--- config.mk ---
export PLATFORM = sky130hd
export DESIGN_NAME = sha256_hash_engine
export DESIGN_NICKNAME = d
export VERILOG_FILES = /design/src/sv/sha_pkg.sv /design/src/sv/sha256_hash_engine.sv /design/src/sv/sha_sched.sv /design/src/sv/sha_core.sv
export SDC_FILE = /design/constraint.sdc
export NUM_CORES = 2
export LEC_CHECK = 0
export ABC_AREA = 1
export ABC_CLOCK_PERIOD_IN_PS = 37500
export BUFFER_PORTS_ARGS = -buffer_cell sky130_fd_sc_hd__buf_2
export CORE_ASPECT_RATIO = 0.5
export CORE_MARGIN = 2
export CORE_UTILIZATION = 30
export CTS_BUF_LIST = sky130_fd_sc_hd__clkbuf_4 sky130_fd_sc_hd__clkbuf_8
export DETAILED_ROUTE_END_ITERATION = 12
export PLACE_DENSITY = 0.4
export SYNTH_ARGS = -nofsm -noshare
export SYNTH_HDL_FRONTEND = slang
export SYNTH_SLANG_ARGS = --single-unit
--- constraint.sdc ---
create_clock -name clk -period 37.5 [get_ports clk]
set_input_delay 5.625 -clock clk [delete_from_list [all_inputs] [get_ports clk]]
set_output_delay 5.625 -clock clk [all_outputs]
set_load 0.01 [all_outputs]
--- src/sv/sha_pkg.sv ---
// Shared types, constants and helper functions for the SHA-256 engine.
// Used by sha_sched, sha_core, sha256_hash_engine and sha_checker.
`default_nettype none

package sha_pkg;

  localparam int WORD_W       = 32;
  localparam int BLOCK_WORDS  = 16;
  localparam int ROUNDS       = 64;
  localparam int DIGEST_WORDS = 8;

  localparam logic [WORD_W-1:0] PAD_MARKER      = 32'h8000_0000;
  localparam logic [2:0]        FULL_BYTES      = 3'd4;
  localparam logic [2:0]        DIGEST_LAST_IDX = 3'(DIGEST_WORDS - 1);
  localparam logic [3:0]        LEN_HI_SLOT     = 4'(BLOCK_WORDS - 2);
  localparam logic [3:0]        LAST_SLOT       = 4'(BLOCK_WORDS - 1);
  localparam logic [5:0]        LAST_ROUND      = 6'(ROUNDS - 1);

  // Request payload
  typedef struct packed {
    logic [31:0] message_word;
    logic [2:0]  valid_bytes;
    logic        final_item;
  } sha_in_t;

  // Result payload
  typedef struct packed {
    logic [31:0] digest_word;
    logic [2:0]  digest_index;
    logic        digest_last;
  } sha_out_t;

  // Sequencer states
  typedef enum logic [2:0] {
    ST_IDLE,
    ST_PAD,
    ST_ROUND,
    ST_FEED,
    ST_OUT
  } sha_state_t;

  // Schedule window controls
  typedef struct packed {
    logic        push;
    logic [31:0] push_word;
    logic        expand;
  } sha_sched_ctrl_t;

  // Round unit controls
  typedef struct packed {
    logic load;
    logic round_en;
    logic feed;
    logic reinit;
  } sha_core_ctrl_t;

  function automatic logic [31:0] rotr(input logic [31:0] x, input int unsigned n);
    rotr = (x >> n) | (x << (32 - n));
  endfunction

  function automatic logic [31:0] big_sigma0(input logic [31:0] x);
    big_sigma0 = rotr(x, 2) ^ rotr(x, 13) ^ rotr(x, 22);
  endfunction

  function automatic logic [31:0] big_sigma1(input logic [31:0] x);
    big_sigma1 = rotr(x, 6) ^ rotr(x, 11) ^ rotr(x, 25);
  endfunction

  function automatic logic [31:0] small_sigma0(input logic [31:0] x);
    small_sigma0 = rotr(x, 7) ^ rotr(x, 18) ^ (x >> 3);
  endfunction

  function automatic logic [31:0] small_sigma1(input logic [31:0] x);
    small_sigma1 = rotr(x, 17) ^ rotr(x, 19) ^ (x >> 10);
  endfunction

  // Initial hash values
  function automatic logic [31:0] init_h(input logic [2:0] k);
    case (k)
      3'd0:    init_h = 32'h6a09e667;
      3'd1:    init_h = 32'hbb67ae85;
      3'd2:    init_h = 32'h3c6ef372;
      3'd3:    init_h = 32'ha54ff53a;
      3'd4:    init_h = 32'h510e527f;
      3'd5:    init_h = 32'h9b05688c;
      3'd6:    init_h = 32'h1f83d9ab;
      default: init_h = 32'h5be0cd19;
    endcase
  endfunction

  // Round constants
  function automatic logic [31:0] round_k(input logic [5:0] t);
    case (t)
      6'd0:  round_k = 32'h428a2f98;  6'd1:  round_k = 32'h71374491;
      6'd2:  round_k = 32'hb5c0fbcf;  6'd3:  round_k = 32'he9b5dba5;
      6'd4:  round_k = 32'h3956c25b;  6'd5:  round_k = 32'h59f111f1;
      6'd6:  round_k = 32'h923f82a4;  6'd7:  round_k = 32'hab1c5ed5;
      6'd8:  round_k = 32'hd807aa98;  6'd9:  round_k = 32'h12835b01;
      6'd10: round_k = 32'h243185be;  6'd11: round_k = 32'h550c7dc3;
      6'd12: round_k = 32'h72be5d74;  6'd13: round_k = 32'h80deb1fe;
      6'd14: round_k = 32'h9bdc06a7;  6'd15: round_k = 32'hc19bf174;
      6'd16: round_k = 32'he49b69c1;  6'd17: round_k = 32'hefbe4786;
      6'd18: round_k = 32'h0fc19dc6;  6'd19: round_k = 32'h240ca1cc;
      6'd20: round_k = 32'h2de92c6f;  6'd21: round_k = 32'h4a7484aa;
      6'd22: round_k = 32'h5cb0a9dc;  6'd23: round_k = 32'h76f988da;
      6'd24: round_k = 32'h983e5152;  6'd25: round_k = 32'ha831c66d;
      6'd26: round_k = 32'hb00327c8;  6'd27: round_k = 32'hbf597fc7;
      6'd28: round_k = 32'hc6e00bf3;  6'd29: round_k = 32'hd5a79147;
      6'd30: round_k = 32'h06ca6351;  6'd31: round_k = 32'h14292967;
      6'd32: round_k = 32'h27b70a85;  6'd33: round_k = 32'h2e1b2138;
      6'd34: round_k = 32'h4d2c6dfc;  6'd35: round_k = 32'h53380d13;
      6'd36: round_k = 32'h650a7354;  6'd37: round_k = 32'h766a0abb;
      6'd38: round_k = 32'h81c2c92e;  6'd39: round_k = 32'h92722c85;
      6'd40: round_k = 32'ha2bfe8a1;  6'd41: round_k = 32'ha81a664b;
      6'd42: round_k = 32'hc24b8b70;  6'd43: round_k = 32'hc76c51a3;
      6'd44: round_k = 32'hd192e819;  6'd45: round_k = 32'hd6990624;
      6'd46: round_k = 32'hf40e3585;  6'd47: round_k = 32'h106aa070;
      6'd48: round_k = 32'h19a4c116;  6'd49: round_k = 32'h1e376c08;
      6'd50: round_k = 32'h2748774c;  6'd51: round_k = 32'h34b0bcb5;
      6'd52: round_k = 32'h391c0cb3;  6'd53: round_k = 32'h4ed8aa4a;
      6'd54: round_k = 32'h5b9cca4f;  6'd55: round_k = 32'h682e6ff3;
      6'd56: round_k = 32'h748f82ee;  6'd57: round_k = 32'h78a5636f;
      6'd58: round_k = 32'h84c87814;  6'd59: round_k = 32'h8cc70208;
      6'd60: round_k = 32'h90befffa;  6'd61: round_k = 32'ha4506ceb;
      6'd62: round_k = 32'hbef9a3f7;  default: round_k = 32'hc67178f2;
    endcase
  endfunction

endpackage

`default_nettype wire

--- src/sv/sha256_hash_engine.sv ---
// SHA-256 engine top: request intake, padding sequencer, output of digest words.
// Depends on sha_pkg, sha_sched, sha_core.
// Each word of a block is taken while idle; the 16th word of a block starts 64
// rounds of the shared round unit, one round per cycle, then a feed-forward
// step, during which no request is taken. A final word adds padding words,
// one or two compressions, then 8 digest words at one per accepted cycle.
// Reset (rst, synchronous) idles the sequencer, clears counts, reloads initial H.
`default_nettype none

module sha256_hash_engine (
  input  wire logic             clk,
  input  wire logic             rst,
  input  wire logic             msg_valid,
  output logic                  msg_ready,
  input  wire sha_pkg::sha_in_t msg,
  output logic                  digest_valid,
  input  wire logic             digest_ready,
  output sha_pkg::sha_out_t     digest
);

  sha_pkg::sha_state_t      state, state_next;
  logic [3:0]               cnt, cnt_next;
  logic [5:0]               round, round_next;
  logic [63:0]              bit_count, bit_count_next;
  logic [2:0]               out_idx, out_idx_next;
  logic                     tail, tail_next;
  logic                     marker, marker_next;
  logic                     len_hi, len_hi_next;
  logic                     len_lo, len_lo_next;
  logic                     push_fire;
  logic [31:0]              push_val;
  logic [2:0]               vb_eff;
  logic [31:0]              w_t;
  logic [31:0]              cv_word;
  sha_pkg::sha_sched_ctrl_t sched_ctrl;
  sha_pkg::sha_core_ctrl_t  core_ctrl;

  sha_sched u_sched (
    .clk  (clk),
    .ctrl (sched_ctrl),
    .w_t  (w_t)
  );

  sha_core u_core (
    .clk       (clk),
    .rst       (rst),
    .ctrl      (core_ctrl),
    .round_idx (round),
    .w_t       (w_t),
    .out_idx   (out_idx),
    .cv_word   (cv_word)
  );

  // Clamp the byte count of the last word
  assign vb_eff = (msg.valid_bytes > sha_pkg::FULL_BYTES) ? sha_pkg::FULL_BYTES
                                                          : msg.valid_bytes;

  // Hold sequencer state
  always_ff @(posedge clk) begin
    if (rst) begin
      state     <= sha_pkg::ST_IDLE;
      cnt       <= '0;
      round     <= '0;
      bit_count <= '0;
      out_idx   <= '0;
      tail      <= 1'b0;
      marker    <= 1'b0;
      len_hi    <= 1'b0;
      len_lo    <= 1'b0;
    end else begin
      state     <= state_next;
      cnt       <= cnt_next;
      round     <= round_next;
      bit_count <= bit_count_next;
      out_idx   <= out_idx_next;
      tail      <= tail_next;
      marker    <= marker_next;
      len_hi    <= len_hi_next;
      len_lo    <= len_lo_next;
    end
  end

  // Next state and controls
  always_comb begin
    state_next     = state;
    cnt_next       = cnt;
    round_next     = round;
    bit_count_next = bit_count;
    out_idx_next   = out_idx;
    tail_next      = tail;
    marker_next    = marker;
    len_hi_next    = len_hi;
    len_lo_next    = len_lo;
    push_fire      = 1'b0;
    push_val       = '0;
    msg_ready      = 1'b0;
    digest_valid   = 1'b0;
    sched_ctrl     = '0;
    core_ctrl      = '0;

    case (state)
      sha_pkg::ST_IDLE: begin
        msg_ready = 1'b1;
        if (msg_valid) begin
          push_fire = 1'b1;
          if (!msg.final_item) begin
            push_val       = msg.message_word;
            bit_count_next = bit_count + 64'd32;
          end else begin
            tail_next      = 1'b1;
            state_next     = sha_pkg::ST_PAD;
            bit_count_next = bit_count + {58'd0, vb_eff, 3'b000};
            case (vb_eff)
              3'd0:    push_val = sha_pkg::PAD_MARKER;
              3'd1:    push_val = {msg.message_word[31:24], 8'h80, 16'h0000};
              3'd2:    push_val = {msg.message_word[31:16], 8'h80, 8'h00};
              3'd3:    push_val = {msg.message_word[31:8], 8'h80};
              default: begin
                push_val    = msg.message_word;
                marker_next = 1'b1;
              end
            endcase
          end
        end
      end
      sha_pkg::ST_PAD: begin
        push_fire = 1'b1;
        if (marker) begin
          push_val    = sha_pkg::PAD_MARKER;
          marker_next = 1'b0;
        end else if (len_hi) begin
          push_val    = bit_count[31:0];
          len_lo_next = 1'b1;
        end else if (cnt == sha_pkg::LEN_HI_SLOT) begin
          push_val    = bit_count[63:32];
          len_hi_next = 1'b1;
        end else begin
          push_val = '0;
        end
      end
      sha_pkg::ST_ROUND: begin
        core_ctrl.round_en = 1'b1;
        sched_ctrl.expand  = 1'b1;
        round_next         = round + 6'd1;
        if (round == sha_pkg::LAST_ROUND) begin
          state_next = sha_pkg::ST_FEED;
        end
      end
      sha_pkg::ST_FEED: begin
        core_ctrl.feed = 1'b1;
        if (len_lo) begin
          state_next = sha_pkg::ST_OUT;
        end else if (tail) begin
          state_next = sha_pkg::ST_PAD;
        end else begin
          state_next = sha_pkg::ST_IDLE;
        end
      end
      sha_pkg::ST_OUT: begin
        digest_valid = 1'b1;
        if (digest_ready) begin
          out_idx_next = out_idx + 3'd1;
          if (out_idx == sha_pkg::DIGEST_LAST_IDX) begin
            core_ctrl.reinit = 1'b1;
            bit_count_next   = '0;
            tail_next        = 1'b0;
            marker_next      = 1'b0;
            len_hi_next      = 1'b0;
            len_lo_next      = 1'b0;
            state_next       = sha_pkg::ST_IDLE;
          end
        end
      end
      default: begin
        state_next = sha_pkg::ST_IDLE;
      end
    endcase

    // Push a word into the window; a full block starts the rounds
    if (push_fire) begin
      sched_ctrl.push      = 1'b1;
      sched_ctrl.push_word = push_val;
      cnt_next             = cnt + 4'd1;
      if (cnt == sha_pkg::LAST_SLOT) begin
        core_ctrl.load = 1'b1;
        round_next     = '0;
        state_next     = sha_pkg::ST_ROUND;
      end
    end
  end

  // Drive the result payload
  assign digest.digest_word  = cv_word;
  assign digest.digest_index = out_idx;
  assign digest.digest_last  = (out_idx == sha_pkg::DIGEST_LAST_IDX);

endmodule

`default_nettype wire

--- src/sv/sha_sched.sv ---
// Message schedule window: 16-word shift line fed by pushes or by expansion.
// Depends on sha_pkg.
`default_nettype none

module sha_sched (
  input  wire logic                     clk,
  input  wire sha_pkg::sha_sched_ctrl_t ctrl,
  output logic [31:0]                   w_t
);

  logic [31:0] w [sha_pkg::BLOCK_WORDS];
  logic [31:0] expanded;
  logic [31:0] shift_in;

  // Next schedule word from the fixed taps
  assign expanded = sha_pkg::small_sigma1(w[14]) + w[9] + sha_pkg::small_sigma0(w[1]) + w[0];
  assign shift_in = ctrl.push ? ctrl.push_word : expanded;

  // Advance the window toward slot 0
  always_ff @(posedge clk) begin
    if (ctrl.push || ctrl.expand) begin
      for (int i = 0; i < sha_pkg::BLOCK_WORDS - 1; i++) begin
        w[i] <= w[i + 1];
      end
      w[sha_pkg::BLOCK_WORDS - 1] <= shift_in;
    end
  end

  assign w_t = w[0];

endmodule

`default_nettype wire

--- src/sv/sha_core.sv ---
// Shared round unit: working registers, one compression round per cycle,
// and the chaining values with feed-forward. Depends on sha_pkg.
`default_nettype none

module sha_core (
  input  wire logic                    clk,
  input  wire logic                    rst,
  input  wire sha_pkg::sha_core_ctrl_t ctrl,
  input  wire logic [5:0]              round_idx,
  input  wire logic [31:0]             w_t,
  input  wire logic [2:0]              out_idx,
  output logic [31:0]                  cv_word
);

  logic [31:0] cv [sha_pkg::DIGEST_WORDS];
  logic [31:0] v  [sha_pkg::DIGEST_WORDS];
  logic [31:0] t1;
  logic [31:0] t2;
  logic [31:0] choose;
  logic [31:0] major;

  // Round function
  always_comb begin
    choose = (v[4] & v[5]) ^ (~v[4] & v[6]);
    major  = (v[0] & v[1]) ^ (v[0] & v[2]) ^ (v[1] & v[2]);
    t1 = v[7] + sha_pkg::big_sigma1(v[4]) + choose + sha_pkg::round_k(round_idx) + w_t;
    t2 = sha_pkg::big_sigma0(v[0]) + major;
  end

  // Load or advance the working registers
  always_ff @(posedge clk) begin
    if (ctrl.load) begin
      for (int k = 0; k < sha_pkg::DIGEST_WORDS; k++) begin
        v[k] <= cv[k];
      end
    end else if (ctrl.round_en) begin
      v[7] <= v[6];
      v[6] <= v[5];
      v[5] <= v[4];
      v[4] <= v[3] + t1;
      v[3] <= v[2];
      v[2] <= v[1];
      v[1] <= v[0];
      v[0] <= t1 + t2;
    end
  end

  // Hold chaining values; add the block result or reload initial values
  always_ff @(posedge clk) begin
    if (rst || ctrl.reinit) begin
      for (int k = 0; k < sha_pkg::DIGEST_WORDS; k++) begin
        cv[k] <= sha_pkg::init_h(3'(k));
      end
    end else if (ctrl.feed) begin
      for (int k = 0; k < sha_pkg::DIGEST_WORDS; k++) begin
        cv[k] <= cv[k] + v[k];
      end
    end
  end

  assign cv_word = cv[out_idx];

endmodule

`default_nettype wire

==> reports/metrics.csv <==
stage;metric;value;unit
worst_setup_path;WP depth;7;
worst_setup_path;Worst setup SP type;flip-flop;
pwr;Clock Power Share;0.231;
yosys;mapped cell area;75700;µm²
worst_setup_path;Top Family by Delay on Critical Path;buffers and inverters;
routing;via count;64300;
clock_tree;CTS Buf Count;196;
worst_setup_path;critical-path cell list;buf_4 > buf_4 > o21ai_0 > o22ai_1 > nor2_1 > a31oi_1 > buf_2;
worst_setup_path;Reg2Reg Depth;28;
finish;layout cell share with drive strength beyond 1;0.0637;
worst_setup_path;CP max stage delay;0.73;ns
yosys;number of synthesized register bits;1140;
die;Top Ports;78;
die;initial core utilization;0.302;
run_status;status;finished, final reports clean;
timing;Final min period;10.22;ns
global_routing;grt met3 use;0.0396;
timing;fmax;0.0978;GHz
placed_design;post-detail-place hpwl;255;mm
flow_run;Max Cap Violations;0;
clock_tree;CTS Buffer Depth;4;
timing;setup TNS;0;ns
timing;final hold violations;0;
clock_tree;CTS clk-pin slew, worst paths;0.07;ns
global_routing;initial antenna violation count;12;
timing;fin crit share;0.273;
worst_setup_path;WS Path Type;reg -> out;
min_path;Worst Hold Launch;u_sched.w[2][18]$_DFFE_PP_;
worst_setup_path;Critical Path Sink Type;output port;
finish;fin nets;9588;
timing;Hold Slack;0.385;ns
die;Die Footprint;257000;µm²
yosys;syn_area_per_cell;8.53;µm²
worst_setup_path;crit path max fanout;73;
finish;commonest non-fill, non-tap cells in the layout;nand2_1 (1847), inv_1 (1108), edfxtp_1 (1024);
worst_setup_path;Worst R2R End;u_core.v[0][26]$_DFFE_PP_;
global_routing;met1 Usage GRT;0.354;
pwr;Worst VDD drop;0.0000573;V
global_routing;grt total ovfl;0;
yosys;Async SR Flop Fraction;0;
die;Die Span Y;359;µm
die;row cnt;130;
clock_tree;post_cts resized;0;
worst_setup_path;Worst R2R Setup Slack;28.85;ns
yosys;Post-Synthesis Cells;8874;
pwr;sw frac;0.438;
worst_setup_path;Critical-path top delay cell;buf_4;
global_routing;global routing usage on met2;0.386;
die;Die Width;714;µm
pwr;Power Internal;2.91;mW
finish;Multi-input gate area;37300;µm²
routing;vias per inst;5.16;
placed_design;Placer Congestion;0.958;
routing;drt first pass iters;6;
routing;Routed WL;324;mm
timing;Slew Viols, Final;0;
clock_tree;hold_buf cts;0;
routing;Final ANT Viol Nets;0;
clock_tree;Setup Fix Bufs, Post-CTS;0;
yosys;Synth Warn #;0;
yosys;post-synth cell types;66;
timing;worst slew pin tran;1.31;ns
clock_tree;H-tree levels;4;
finish;Reg area;33100;µm²
worst_setup_path;Worst Path Arrival;4.60;ns
timing;unrepaired setup endpoints after global routing;false;
worst_setup_path;WP buf/inv;3;
pwr;pwr dens;61.9;nW/µm²
yosys;Primary FF master, synth;edfxtp_1;
routing;initial DRC count;6560;
timing;final setup fails;0;
worst_setup_path;Critical Path RT;31.87;ns
routing;routed len/inst;26.0;µm
pwr;Switch Pwr;2.27;mW
yosys;syn_nets;9508;
worst_setup_path;crit path to;digest[34];
clock_tree;Clock Latency Late Sink;0.99;ns
routing;DRC viols;0;
min_path;HP Class;reg -> reg;
global_routing;vias in the first global route;61900;
pwr;P_leak;33.8;nW
clock_tree;Root Driver;clkbuf_8;
clock_tree;CTS tree;built;
timing;Max-slew headroom;0.124;
die;core area;251000;µm²
yosys;EDFF count, synth;1024;
placed_design;Port Buffers;77;
yosys;sequential area share after synthesis;0.437;
global_routing;first-pass GRT wire length;458;mm
worst_setup_path;r2r startpoint;u_core.v[0][140]$_DFFE_PP_;
pwr;Tot Pwr;5.17;mW
pwr;Comb pwr share;0.448;
finish;synthesis-to-layout area growth;10.4;%
global_routing;most used routing layer;met2;
finish;most common cell after layout, fill and taps aside;nand2_1;
pwr;Flop pwr share;0.321;
worst_setup_path;CP most frequent cell;buf_4;
global_routing;largest net degree at the start of global routing;193;
global_routing;gr usage total;0.246;
finish;Util after Layout;0.333;
clock_tree;Num Clock Sinks;1140;
timing;Clock Skew;0.0991;ns
finish;fillcell total;26600;
-- sequential cells by signal, summed over array words and instances, names as in the netlist, 3 cells and up, named ones only --
register and cells:
round 6, out_idx 3, bit_count 61, u_core.v 256, u_core.cv 256, cnt 4, state 3, u_sched.w 512
-- power by group through the flow --
| stage | Combinational, mW | Sequential (mW) | Clock [mW] |
|---|---|---|---|
| 2_1_floorplan | 1.49 | 1.66 | 0 |
| 3_3_place_gp | 2.30 | 1.69 | 0 |
| 3_5_place_dp | 2.28 | 1.69 | 0 |
| 4_1_cts | 2.30 | 1.67 | 1.24 |
| 5_1_grt | 2.57 | 1.67 | 1.29 |
| 6_report | 2.32 | 1.66 | 1.19 |
-- stage by stage --
stage          worst slack, ns  std cells  area, µm²
3_5_place_dp             26.58      12100      79800
5_1_grt                  27.12      12500      83500
3_3_place_gp             26.57      12100      79800
6_report                 27.28      12500      83600
4_1_cts                  27.16      12500      83500
2_1_floorplan            19.35       8874      75700
-- layer usage --
| layer | up-vias | part of all wire |
|---|---|---|
| met1 | 31500 | 0.47 |
| met3 | 391 | 0.063 |
| met4 | 6 | 0.026 |
| met5 | - | 0.00010 |
| met2 | 2053 | 0.44 |
| li1 | 30400 | - |
-- cell families (layout without fill, tap and decap cells) --
logic type | Yosys count | after routing | synth area share
other | 0 | 5 | 0
and+or+nand+nor | 3451 | 3451 | 0.193
xor gates and xnor gates | 325 | 325 | 0.0379
adders and majority gates | 594 | 594 | 0.118
AOI/OAI and AO/OA | 1976 | 1976 | 0.144
DFF | 1140 | 1140 | 0.437
buffers and inverters | 1388 | 1605 | 0.0705
-- worst min-delay path by stage --
stage                                              to  slack, ns  depth (start not counted)
after floorplan            u_sched.w[10][0]$_DFFE_PP_       0.40                          0
after global placement     u_sched.w[7][13]$_DFFE_PP_       0.40                          0
after detailed placement  u_sched.w[10][21]$_DFFE_PP_       0.40                          0
after CTS                 u_sched.w[10][25]$_DFFE_PP_       0.37                          0
after global routing       u_sched.w[14][3]$_DFFE_PP_       0.38                          0
final                      u_sched.w[1][18]$_DFFE_PP_       0.39                          0
-- synthesized netlist by cell type, types with 6 or more instances --
| cell | count | area [µm²] |
|---|---|---|
| nand2_1 | 1850 | 6940 |
| inv_1 | 1110 | 4170 |
| edfxtp_1 | 1024 | 30700 |
| o21ai_0 | 785 | 3930 |
| a21oi_1 | 740 | 3700 |
| nor2_1 | 736 | 2760 |
| nand3_1 | 481 | 2410 |
| ha_1 | 398 | 4980 |
| clkbuf_1 | 206 | 773 |
| fa_1 | 196 | 3920 |
| xor2_1 | 173 | 1520 |
| xnor2_1 | 151 | 1320 |
| dfxtp_1 | 116 | 2320 |
| nand4_1 | 107 | 669 |
| nor3_1 | 104 | 521 |
| o211ai_1 | 68 | 510 |
| a31oi_1 | 67 | 419 |
| or2_2 | 60 | 375 |
| a21o_1 | 56 | 420 |
| o21a_1 | 53 | 398 |
| o21bai_1 | 50 | 375 |
| nor4_1 | 38 | 238 |
| buf_2 | 33 | 165 |
| a21boi_0 | 28 | 210 |
| o21ai_1 | 28 | 140 |
| nand3b_1 | 21 | 158 |
| o22ai_1 | 21 | 131 |
| a211oi_1 | 13 | 97.6 |
| o221ai_1 | 13 | 114 |
| a22oi_1 | 12 | 90.1 |
| nor2_2 | 12 | 75.1 |
| inv_2 | 10 | 37.5 |
| buf_1 | 9 | 33.8 |
| buf_6 | 8 | 90.1 |
| nand2_2 | 8 | 50.1 |
| nand2_4 | 8 | 90.1 |
| nor2_4 | 7 | 78.8 |
| o311ai_0 | 7 | 61.3 |
| clkinv_1 | 6 | 22.5 |
| o221a_2 | 6 | 67.6 |
-- layout make-up --
cell class,count,share of cell area
tap,3366,0.0504
inverter,1127,0.0507
multi-input combinational,6346,0.447
clock inverter,67,0.00580
antenna,5,0.000150
timing repair buffer,143,0.0108
clock buffer,268,0.0395
sequential,1140,0.396
Power figures use the tool's default switching activity.
